[src/hw/rtl/nrfp_pkg.sv]
// Types and constants shared by the NFC response frame parser modules.
`default_nettype none

package nrfp_pkg;

  localparam logic [7:0] PREAMBLE_BYTE = 8'h00;
  localparam logic [7:0] START1_BYTE   = 8'h00;
  localparam logic [7:0] START2_BYTE   = 8'hFF;
  localparam logic [7:0] TFI_BYTE      = 8'hD5;
  localparam logic [7:0] MIN_LEN       = 8'd2;
  localparam logic [7:0] CAP_RESET     = 8'd255;

  typedef enum logic [3:0] {
    PH_IDLE    = 4'd0,
    PH_START1  = 4'd1,
    PH_START2  = 4'd2,
    PH_LEN     = 4'd3,
    PH_LCS     = 4'd4,
    PH_TFI     = 4'd5,
    PH_ECHO    = 4'd6,
    PH_PAYLOAD = 4'd7,
    PH_DCS     = 4'd8,
    PH_POST    = 4'd9
  } phase_e;

  typedef enum logic [1:0] {
    ST_OK      = 2'd0,
    ST_INVALID = 2'd1,
    ST_NOSPACE = 2'd2
  } status_e;

  typedef struct packed {
    logic [7:0] rx_byte;
    logic       frame_start;
    logic [7:0] expected_command;
  } item_t;

  typedef struct packed {
    logic       payload_valid;
    logic [7:0] payload_byte;
    logic [7:0] payload_index;
    logic       frame_done;
    status_e    frame_status;
    logic [7:0] payload_length;
  } result_t;

endpackage

`default_nettype wire

[src/hw/rtl/nfc_response_frame_parser.sv]
// Top level of the NFC response frame parser with stream ports and a capacity register.
// Latency: an accepted word is held in the input register, and its result word is registered in the result register.
// Throughput: one received byte per cycle while the result register can take a result.
// A result word that the sink does not take stalls the parser, and the input register then holds at most one more byte.
// Reset puts the parser in the idle phase, empties both register stages and sets
// the buffer capacity to 255.
`default_nettype none

module nfc_response_frame_parser (
  input  wire logic        clk_i,
  input  wire logic        rst_ni,
  input  wire logic        s_axis_tvalid,
  output logic             s_axis_tready,
  input  wire logic [15:0] s_axis_tdata,  // rx_byte, expected_command
  input  wire logic        s_axis_tuser,  // frame_start
  output logic             m_axis_tvalid,
  input  wire logic        m_axis_tready,
  output logic [31:0]      m_axis_tdata,  // payload_byte, payload_index, frame_status,
                                          // payload_length, zero fill
  output logic [1:0]       m_axis_tuser,  // payload_valid, frame_done
  input  wire logic        cfg_valid_i,
  output logic             cfg_ready_o,
  input  wire logic [7:0]  cfg_data_i
);

  nrfp_pkg::item_t   in_item, held_item;
  nrfp_pkg::result_t step_res, out_res;
  logic              held_valid, advance, out_ready, step_valid;
  logic [7:0]        cap_q;

  assign in_item.rx_byte          = s_axis_tdata[7:0];
  assign in_item.expected_command = s_axis_tdata[15:8];
  assign in_item.frame_start      = s_axis_tuser;

  assign cfg_ready_o = 1'b1;

  always_ff @(posedge clk_i or negedge rst_ni) begin
    if (!rst_ni) begin
      cap_q <= nrfp_pkg::CAP_RESET;
    end else if (cfg_valid_i) begin
      cap_q <= cfg_data_i;
    end
  end

  assign advance = held_valid && out_ready;

  nrfp_in_reg u_in_reg (
    .clk_i     (clk_i),
    .rst_ni    (rst_ni),
    .valid_i   (s_axis_tvalid),
    .ready_o   (s_axis_tready),
    .item_i    (in_item),
    .advance_i (advance),
    .valid_o   (held_valid),
    .item_o    (held_item)
  );

  nrfp_step u_step (
    .clk_i             (clk_i),
    .rst_ni            (rst_ni),
    .en_i              (advance),
    .item_i            (held_item),
    .buffer_capacity_i (cap_q),
    .res_valid_o       (step_valid),
    .res_o             (step_res)
  );

  nrfp_out_reg u_out_reg (
    .clk_i   (clk_i),
    .rst_ni  (rst_ni),
    .load_i  (advance && step_valid),
    .res_i   (step_res),
    .ready_o (out_ready),
    .valid_o (m_axis_tvalid),
    .pop_i   (m_axis_tready),
    .res_o   (out_res)
  );

  assign m_axis_tdata = {6'd0, out_res.payload_length, out_res.frame_status,
                         out_res.payload_index, out_res.payload_byte};
  assign m_axis_tuser = {out_res.frame_done, out_res.payload_valid};

  a_one_kind: assert property (@(posedge clk_i) disable iff (!rst_ni)
    m_axis_tvalid |-> $onehot(m_axis_tuser))
    else $error("Result word must carry either a payload byte or a frame end.");

  a_status_code: assert property (@(posedge clk_i) disable iff (!rst_ni)
    m_axis_tvalid |-> (out_res.frame_status == nrfp_pkg::ST_OK ||
                       out_res.frame_status == nrfp_pkg::ST_INVALID ||
                       out_res.frame_status == nrfp_pkg::ST_NOSPACE))
    else $error("Unused frame status code on the output.");

  a_bad_preamble: assert property (@(posedge clk_i) disable iff (!rst_ni)
    (advance && held_item.frame_start && held_item.rx_byte != nrfp_pkg::PREAMBLE_BYTE)
    |=> (m_axis_tvalid && out_res.frame_done &&
         out_res.frame_status == nrfp_pkg::ST_INVALID))
    else $error("Bad preamble did not report an invalid frame.");

  a_length_only_ok: assert property (@(posedge clk_i) disable iff (!rst_ni)
    (m_axis_tvalid && out_res.payload_length != 8'd0) |->
    (out_res.frame_done && out_res.frame_status == nrfp_pkg::ST_OK))
    else $error("Payload length reported on a frame that did not end ok.");

endmodule

`default_nettype wire

[src/hw/rtl/nrfp_in_reg.sv]
// Input register stage that holds one received word until the parser takes it.
`default_nettype none

module nrfp_in_reg (
  input  wire logic          clk_i,
  input  wire logic          rst_ni,
  input  wire logic          valid_i,
  output logic               ready_o,
  input  wire nrfp_pkg::item_t item_i,
  input  wire logic          advance_i,
  output logic               valid_o,
  output nrfp_pkg::item_t    item_o
);

  logic            valid_q, valid_d;
  nrfp_pkg::item_t item_q;
  logic            accept;

  assign ready_o = !valid_q || advance_i;
  assign accept  = valid_i && ready_o;

  always_comb begin
    valid_d = valid_q;
    if (accept) begin
      valid_d = 1'b1;
    end else if (advance_i) begin
      valid_d = 1'b0;
    end
  end

  always_ff @(posedge clk_i or negedge rst_ni) begin
    if (!rst_ni) begin
      valid_q <= 1'b0;
    end else begin
      valid_q <= valid_d;
    end
  end

  always_ff @(posedge clk_i) begin
    if (accept) begin
      item_q <= item_i;
    end
  end

  assign valid_o = valid_q;
  assign item_o  = item_q;

endmodule

`default_nettype wire

[src/hw/rtl/nrfp_step.sv]
// Frame parser state machine: checks one byte per cycle while enabled and forms its result.
`default_nettype none

module nrfp_step (
  input  wire logic            clk_i,
  input  wire logic            rst_ni,
  input  wire logic            en_i,
  input  wire nrfp_pkg::item_t item_i,
  input  wire logic [7:0]      buffer_capacity_i,
  output logic                 res_valid_o,
  output nrfp_pkg::result_t    res_o
);

  nrfp_pkg::phase_e phase_q, phase_d;
  logic [7:0] bytes_left_q, bytes_left_d;
  logic [7:0] length_q, length_d;
  logic [7:0] sum_q, sum_d;
  logic [7:0] echo_q, echo_d;
  logic [7:0] count_q, count_d;
  logic       ovf_q, ovf_d;

  logic [7:0] b;
  logic [7:0] left_dec;
  logic [7:0] left_init;

  assign b         = item_i.rx_byte;
  assign left_dec  = bytes_left_q - 8'd1;
  assign left_init = length_q - nrfp_pkg::MIN_LEN;

  // Next state.
  always_comb begin
    phase_d      = phase_q;
    bytes_left_d = bytes_left_q;
    length_d     = length_q;
    sum_d        = sum_q;
    echo_d       = echo_q;
    count_d      = count_q;
    ovf_d        = ovf_q;
    if (item_i.frame_start) begin
      echo_d       = item_i.expected_command + 8'd1;
      bytes_left_d = 8'd0;
      length_d     = 8'd0;
      sum_d        = 8'd0;
      count_d      = 8'd0;
      ovf_d        = 1'b0;
      phase_d      = (b == nrfp_pkg::PREAMBLE_BYTE) ? nrfp_pkg::PH_START1 : nrfp_pkg::PH_IDLE;
    end else begin
      case (phase_q)
        nrfp_pkg::PH_IDLE: begin
          phase_d = nrfp_pkg::PH_IDLE;
        end
        nrfp_pkg::PH_START1: begin
          phase_d = (b == nrfp_pkg::START1_BYTE) ? nrfp_pkg::PH_START2 : nrfp_pkg::PH_IDLE;
        end
        nrfp_pkg::PH_START2: begin
          phase_d = (b == nrfp_pkg::START2_BYTE) ? nrfp_pkg::PH_LEN : nrfp_pkg::PH_IDLE;
        end
        nrfp_pkg::PH_LEN: begin
          length_d = b;
          phase_d  = nrfp_pkg::PH_LCS;
        end
        nrfp_pkg::PH_LCS: begin
          if ((length_q + b) != 8'd0 || length_q < nrfp_pkg::MIN_LEN) begin
            phase_d = nrfp_pkg::PH_IDLE;
          end else begin
            phase_d = nrfp_pkg::PH_TFI;
          end
        end
        nrfp_pkg::PH_TFI: begin
          phase_d = (b == nrfp_pkg::TFI_BYTE) ? nrfp_pkg::PH_ECHO : nrfp_pkg::PH_IDLE;
        end
        nrfp_pkg::PH_ECHO: begin
          if (b != echo_q) begin
            phase_d = nrfp_pkg::PH_IDLE;
          end else begin
            bytes_left_d = left_init;
            sum_d        = nrfp_pkg::TFI_BYTE + b;
            count_d      = 8'd0;
            ovf_d        = left_init > buffer_capacity_i;
            phase_d      = (left_init != 8'd0) ? nrfp_pkg::PH_PAYLOAD : nrfp_pkg::PH_DCS;
          end
        end
        nrfp_pkg::PH_PAYLOAD: begin
          bytes_left_d = left_dec;
          count_d      = count_q + 8'd1;
          if (left_dec == 8'd0) begin
            phase_d = nrfp_pkg::PH_DCS;
          end
          if (!ovf_q) begin
            sum_d = sum_q + b;
          end
        end
        nrfp_pkg::PH_DCS: begin
          if (!ovf_q && (sum_q + b) != 8'd0) begin
            phase_d = nrfp_pkg::PH_IDLE;
          end else begin
            phase_d = nrfp_pkg::PH_POST;
          end
        end
        nrfp_pkg::PH_POST: begin
          phase_d = nrfp_pkg::PH_IDLE;
        end
        default: begin
          phase_d = nrfp_pkg::PH_IDLE;
        end
      endcase
    end
  end

  // Result.
  always_comb begin
    res_valid_o          = 1'b0;
    res_o.payload_valid  = 1'b0;
    res_o.payload_byte   = 8'd0;
    res_o.payload_index  = 8'd0;
    res_o.frame_done     = 1'b0;
    res_o.frame_status   = nrfp_pkg::ST_OK;
    res_o.payload_length = 8'd0;
    if (item_i.frame_start) begin
      if (b != nrfp_pkg::PREAMBLE_BYTE) begin
        res_valid_o        = 1'b1;
        res_o.frame_done   = 1'b1;
        res_o.frame_status = nrfp_pkg::ST_INVALID;
      end
    end else begin
      case (phase_q)
        nrfp_pkg::PH_START1: begin
          if (b != nrfp_pkg::START1_BYTE) begin
            res_valid_o        = 1'b1;
            res_o.frame_done   = 1'b1;
            res_o.frame_status = nrfp_pkg::ST_INVALID;
          end
        end
        nrfp_pkg::PH_START2: begin
          if (b != nrfp_pkg::START2_BYTE) begin
            res_valid_o        = 1'b1;
            res_o.frame_done   = 1'b1;
            res_o.frame_status = nrfp_pkg::ST_INVALID;
          end
        end
        nrfp_pkg::PH_LCS: begin
          if ((length_q + b) != 8'd0 || length_q < nrfp_pkg::MIN_LEN) begin
            res_valid_o        = 1'b1;
            res_o.frame_done   = 1'b1;
            res_o.frame_status = nrfp_pkg::ST_INVALID;
          end
        end
        nrfp_pkg::PH_TFI: begin
          if (b != nrfp_pkg::TFI_BYTE) begin
            res_valid_o        = 1'b1;
            res_o.frame_done   = 1'b1;
            res_o.frame_status = nrfp_pkg::ST_INVALID;
          end
        end
        nrfp_pkg::PH_ECHO: begin
          if (b != echo_q) begin
            res_valid_o        = 1'b1;
            res_o.frame_done   = 1'b1;
            res_o.frame_status = nrfp_pkg::ST_INVALID;
          end
        end
        nrfp_pkg::PH_PAYLOAD: begin
          if (!ovf_q) begin
            res_valid_o         = 1'b1;
            res_o.payload_valid = 1'b1;
            res_o.payload_byte  = b;
            res_o.payload_index = count_q;
          end
        end
        nrfp_pkg::PH_DCS: begin
          if (!ovf_q && (sum_q + b) != 8'd0) begin
            res_valid_o        = 1'b1;
            res_o.frame_done   = 1'b1;
            res_o.frame_status = nrfp_pkg::ST_INVALID;
          end
        end
        nrfp_pkg::PH_POST: begin
          res_valid_o      = 1'b1;
          res_o.frame_done = 1'b1;
          if (ovf_q) begin
            res_o.frame_status = nrfp_pkg::ST_NOSPACE;
          end else begin
            res_o.payload_length = count_q;
          end
        end
        default: begin
          res_valid_o = 1'b0;
        end
      endcase
    end
  end

  always_ff @(posedge clk_i or negedge rst_ni) begin
    if (!rst_ni) begin
      phase_q      <= nrfp_pkg::PH_IDLE;
      bytes_left_q <= 8'd0;
      length_q     <= 8'd0;
      sum_q        <= 8'd0;
      echo_q       <= 8'd0;
      count_q      <= 8'd0;
      ovf_q        <= 1'b0;
    end else if (en_i) begin
      phase_q      <= phase_d;
      bytes_left_q <= bytes_left_d;
      length_q     <= length_d;
      sum_q        <= sum_d;
      echo_q       <= echo_d;
      count_q      <= count_d;
      ovf_q        <= ovf_d;
    end
  end

endmodule

`default_nettype wire

[src/hw/rtl/nrfp_out_reg.sv]
// Result register that holds one result word until the sink takes it.
`default_nettype none

module nrfp_out_reg (
  input  wire logic              clk_i,
  input  wire logic              rst_ni,
  input  wire logic              load_i,
  input  wire nrfp_pkg::result_t res_i,
  output logic                   ready_o,
  output logic                   valid_o,
  input  wire logic              pop_i,
  output nrfp_pkg::result_t      res_o
);

  logic              valid_q, valid_d;
  nrfp_pkg::result_t res_q;

  assign ready_o = !valid_q || pop_i;

  always_comb begin
    valid_d = valid_q;
    if (load_i) begin
      valid_d = 1'b1;
    end else if (pop_i) begin
      valid_d = 1'b0;
    end
  end

  always_ff @(posedge clk_i or negedge rst_ni) begin
    if (!rst_ni) begin
      valid_q <= 1'b0;
    end else begin
      valid_q <= valid_d;
    end
  end

  always_ff @(posedge clk_i) begin
    if (load_i) begin
      res_q <= res_i;
    end
  end

  assign valid_o = valid_q;
  assign res_o   = res_q;

endmodule

`default_nettype wire
[config.mk]
export PLATFORM = sky130hd
export DESIGN_NAME = nfc_response_frame_parser
export DESIGN_NICKNAME = d
export VERILOG_FILES = /design/src/hw/rtl/nrfp_pkg.sv /design/src/hw/rtl/nfc_response_frame_parser.sv /design/src/hw/rtl/nrfp_in_reg.sv /design/src/hw/rtl/nrfp_step.sv /design/src/hw/rtl/nrfp_out_reg.sv
export SDC_FILE = /design/constraint.sdc
export NUM_CORES = 1
export LEC_CHECK = 0
export BUFFER_PORTS_ARGS = -buffer_cell sky130_fd_sc_hd__buf_4
export CAP_MARGIN = 20
export CORE_AREA = 2 2 100 140
export CTS_BUF_LIST = sky130_fd_sc_hd__clkbuf_4 sky130_fd_sc_hd__clkbuf_8
export DETAILED_ROUTE_END_ITERATION = 12
export DIE_AREA = 0 0 102 142
export SLEW_MARGIN = 20
export SYNTH_ARGS = -nofsm -noshare
export SYNTH_HDL_FRONTEND = slang
export SYNTH_SLANG_ARGS = --single-unit
export TNS_END_PERCENT = 20
[constraint.sdc]
create_clock -name clk_i -period 8.5 [get_ports clk_i]
set_input_delay 1.275 -clock clk_i [delete_from_list [all_inputs] [get_ports clk_i]]
set_output_delay 1.275 -clock clk_i [all_outputs]
set_load 0.05 [all_outputs]
==> metrics.yaml <==
via_per_inst: 5.264
cts.path.max_buffers: 2
timing.final.max_slew_violations: 0
setup_violations: 0
area_growth_pct: 12.02
dp.cells: 794
startpoint_type: "flip-flop"
status: "finished, final reports clean"
worstSetupStartpoint: "u_in_reg.item_o[9]"
reg2reg_from: "u_in_reg.item_o[9]"
wirelength_um: 13020
grt_max_degree: 56
finalNonFillerCells: 810
vias: 4264
syn_inst: 577
async_flop_share_pct: 55.00
layout.cells.most_common: "nand2_1"
cts_setup_buffers: 0
power.density_nw_per_um2: 165.0
grt_pass1_vias: 4190
skew_ns: 0.006087
hold_start: "u_step.sum_q[3]"
gp_congestion: 0.8684
die_area_um2: 14480
critPathKind: "reg2reg"
rsz0062_at_grt: "false"
maxCapViolations: 0
hold_path.class: "reg2reg"
finalSetupTns_ns: 0
drt_first_iter_violations: 158
die_w_um: 102
use_met1_pct: 21.16
antenna_left: 0
numPortBuffers: 59
regArea_um2: 2738
nFillCells: 1310
fin_nets: 685
r2r_setup_slack_ns: 5.15
seq_area_frac_synth_pct: 47.03
hold_viol: 0
hold_end: "u_step.sum_q[3]"
multi_input_area_um2: 2849
drcViolationCount: 0
period_share_pct: 39.37
layout-drive-gt1-share_pct: 16.40
fin_crit_ns: 3.347
cp_data_required_time_ns: 8.60
critPathMaxFanout: 28
diodes: 0
min_path_cells: 2
grt.total_usage_pct: 18.75
grtUsageMet2_pct: 35.60
irDropWorstVdd_v: 0.00008712
grt_pass1_wl_um: 20880
cts.sinks: 100
drt-pass1-iter-count: 4
hpwl_um: 9660
hold_buffers: 0
synth_edf_count: 45
place_area_um2: 6339
syn_area_um2: 5821
die_y_um: 142
stdcell_area_um2: 6520
r2r-end: "u_out_reg.res_o[23]"
relSlewSlack_pct: 34.53
start_util_pct: 43.89
crit_arrival_ns: 3.45
met3_usage_pct: 2.750
postLayoutCoreUtil_pct: 49.16
cts_buffers: 9
max_freq_mhz: 298.8
synth-seq-cells: 100
core.rowCount: 50
synthFlopType: "dfrtp_1"
p_leak_nw: 2.685
clk_latency_ns: 0.37
yosysUniqueCellTypes: 65
r2r_cells: 10
worst_slew_pin_slew_ns: 0.9785
yosysWarnings: 0
clk_pin_slew_ns: 0.09
overflow: 0
antenna_found_initial: 0
htreeDepth: 3
busiest_layer: "met2"
core_um2: 13260
wl_per_cell_um: 16.07
ios: 67
cts_tree: "done"
cts_root_buf: "clkbuf_8"
final_cell_mix: "nand2_1 (64), buf_4 (61), o21ai_0 (47), dfrtp_1 (47), edfxtp_1 (45)"
ctsResizeCount: 0
endpoint_kind: "flip-flop"
synth_area_per_cell_um2: 10.09
state kept, by name, indices dropped and copies added, names as in the netlist, 4 cells and up:
name / cells
u_out_reg.res_o: 28
u_step.bytes_left_q: 8
u_in_reg.item_o: 17
u_step.count_q: 8
u_step.echo_q: 8
u_step.length_q: 8
cap_q: 8
u_step.phase_q: 4
u_step.sum_q: 8
critical path: stages (launching register included):
cell and delay (ns):
edfxtp_1 0.54, ha_1 0.31, fa_1 0.41, a211oi_1 0.31
nor2_1 0.10, xnor2_1 0.13, nand3_1 0.08, or4_4 0.56
a22oi_2 0.27, a21oi_2 0.09, buf_4 0.25
Yosys cell counts, drive strengths merged, types with 16 or more instances:
master	instances	area, µm²
nand2	64	240.2
o21ai	51	262.8
dfrtp	47	1176
edfxtp	45	1351
nor2	45	168.9
ha	30	375.4
a21oi	26	130.1
and2	23	143.9
xor2	23	209.0
inv	20	75.07
buf	17	133.9
xnor2	17	148.9
nor3	16	85.08
report_power, final:
group          internal [mW]  switching, mW
Sequential             0.548         0.0357
Clock                  0.109          0.168
Combinational         0.0822          0.132
stage by stage:
| stage | hold WS, ns | power [mW] | setup WS (ns) |
|---|---|---|---|
| 4_1_cts | 0.4940 | 1.087 | 5.134 |
| 2_1_floorplan | 0.4513 | 0.7498 | 4.444 |
| 6_report | 0.4901 | 1.076 | 5.153 |
| 5_1_grt | 0.5352 | 1.135 | 4.948 |
| 3_3_place_gp | 0.4682 | 0.8062 | 5.180 |
| 3_5_place_dp | 0.4712 | 0.8109 | 5.160 |
kinds of logic (layout without fill, tap and decap cells):
logic type / count (synthesis) / count (layout) / share of synthesized area (%)
AO/OA/AOI/OAI: 137 / 137 / 15.69
XOR/XNOR: 41 / 41 / 6.535
adder cells (fa/ha/maj): 32 / 32 / 7.137
buffers and inverters: 51 / 97 / 4.557
flip-flops: 100 / 100 / 47.03
multiplexers: 3 / 3 / 0.5589
other: 2 / 7 / 0.1290
AND/OR/NAND/NOR: 211 / 211 / 18.36
per-layer routing:
metal  share of wire (%)  vias to the layer above
met1                  40                     2029
li1                    -                     2125
met5                   0                        -
met2                  55                       90
met3                 3.0                       20
met4                 1.8                        0
how the worst max path moves through the flow:
stage | cells after the start | end | slack [ns]
after floorplan | 9 | u_out_reg.res_o[0] | 4.44
after global placement | 10 | u_out_reg.res_o[18] | 5.18
after detailed placement | 10 | u_out_reg.res_o[20] | 5.16
after global routing | 10 | u_out_reg.res_o[24] | 4.95
final | 10 | u_out_reg.res_o[23] | 5.15
after CTS | 10 | u_out_reg.res_o[17] | 5.13
final cells by class:
type / instances / area share, %
Clock buffer: 10 / 2.015
Clock inverter: 6 / 0.6333
Inverter: 20 / 1.151
Multi-Input combinational cell: 431 / 43.70
Sequential cell: 100 / 41.99
Tap cell: 182 / 3.493
Timing Repair Buffer: 61 / 7.024
Note: power is estimated with default switching activity, not from simulation.
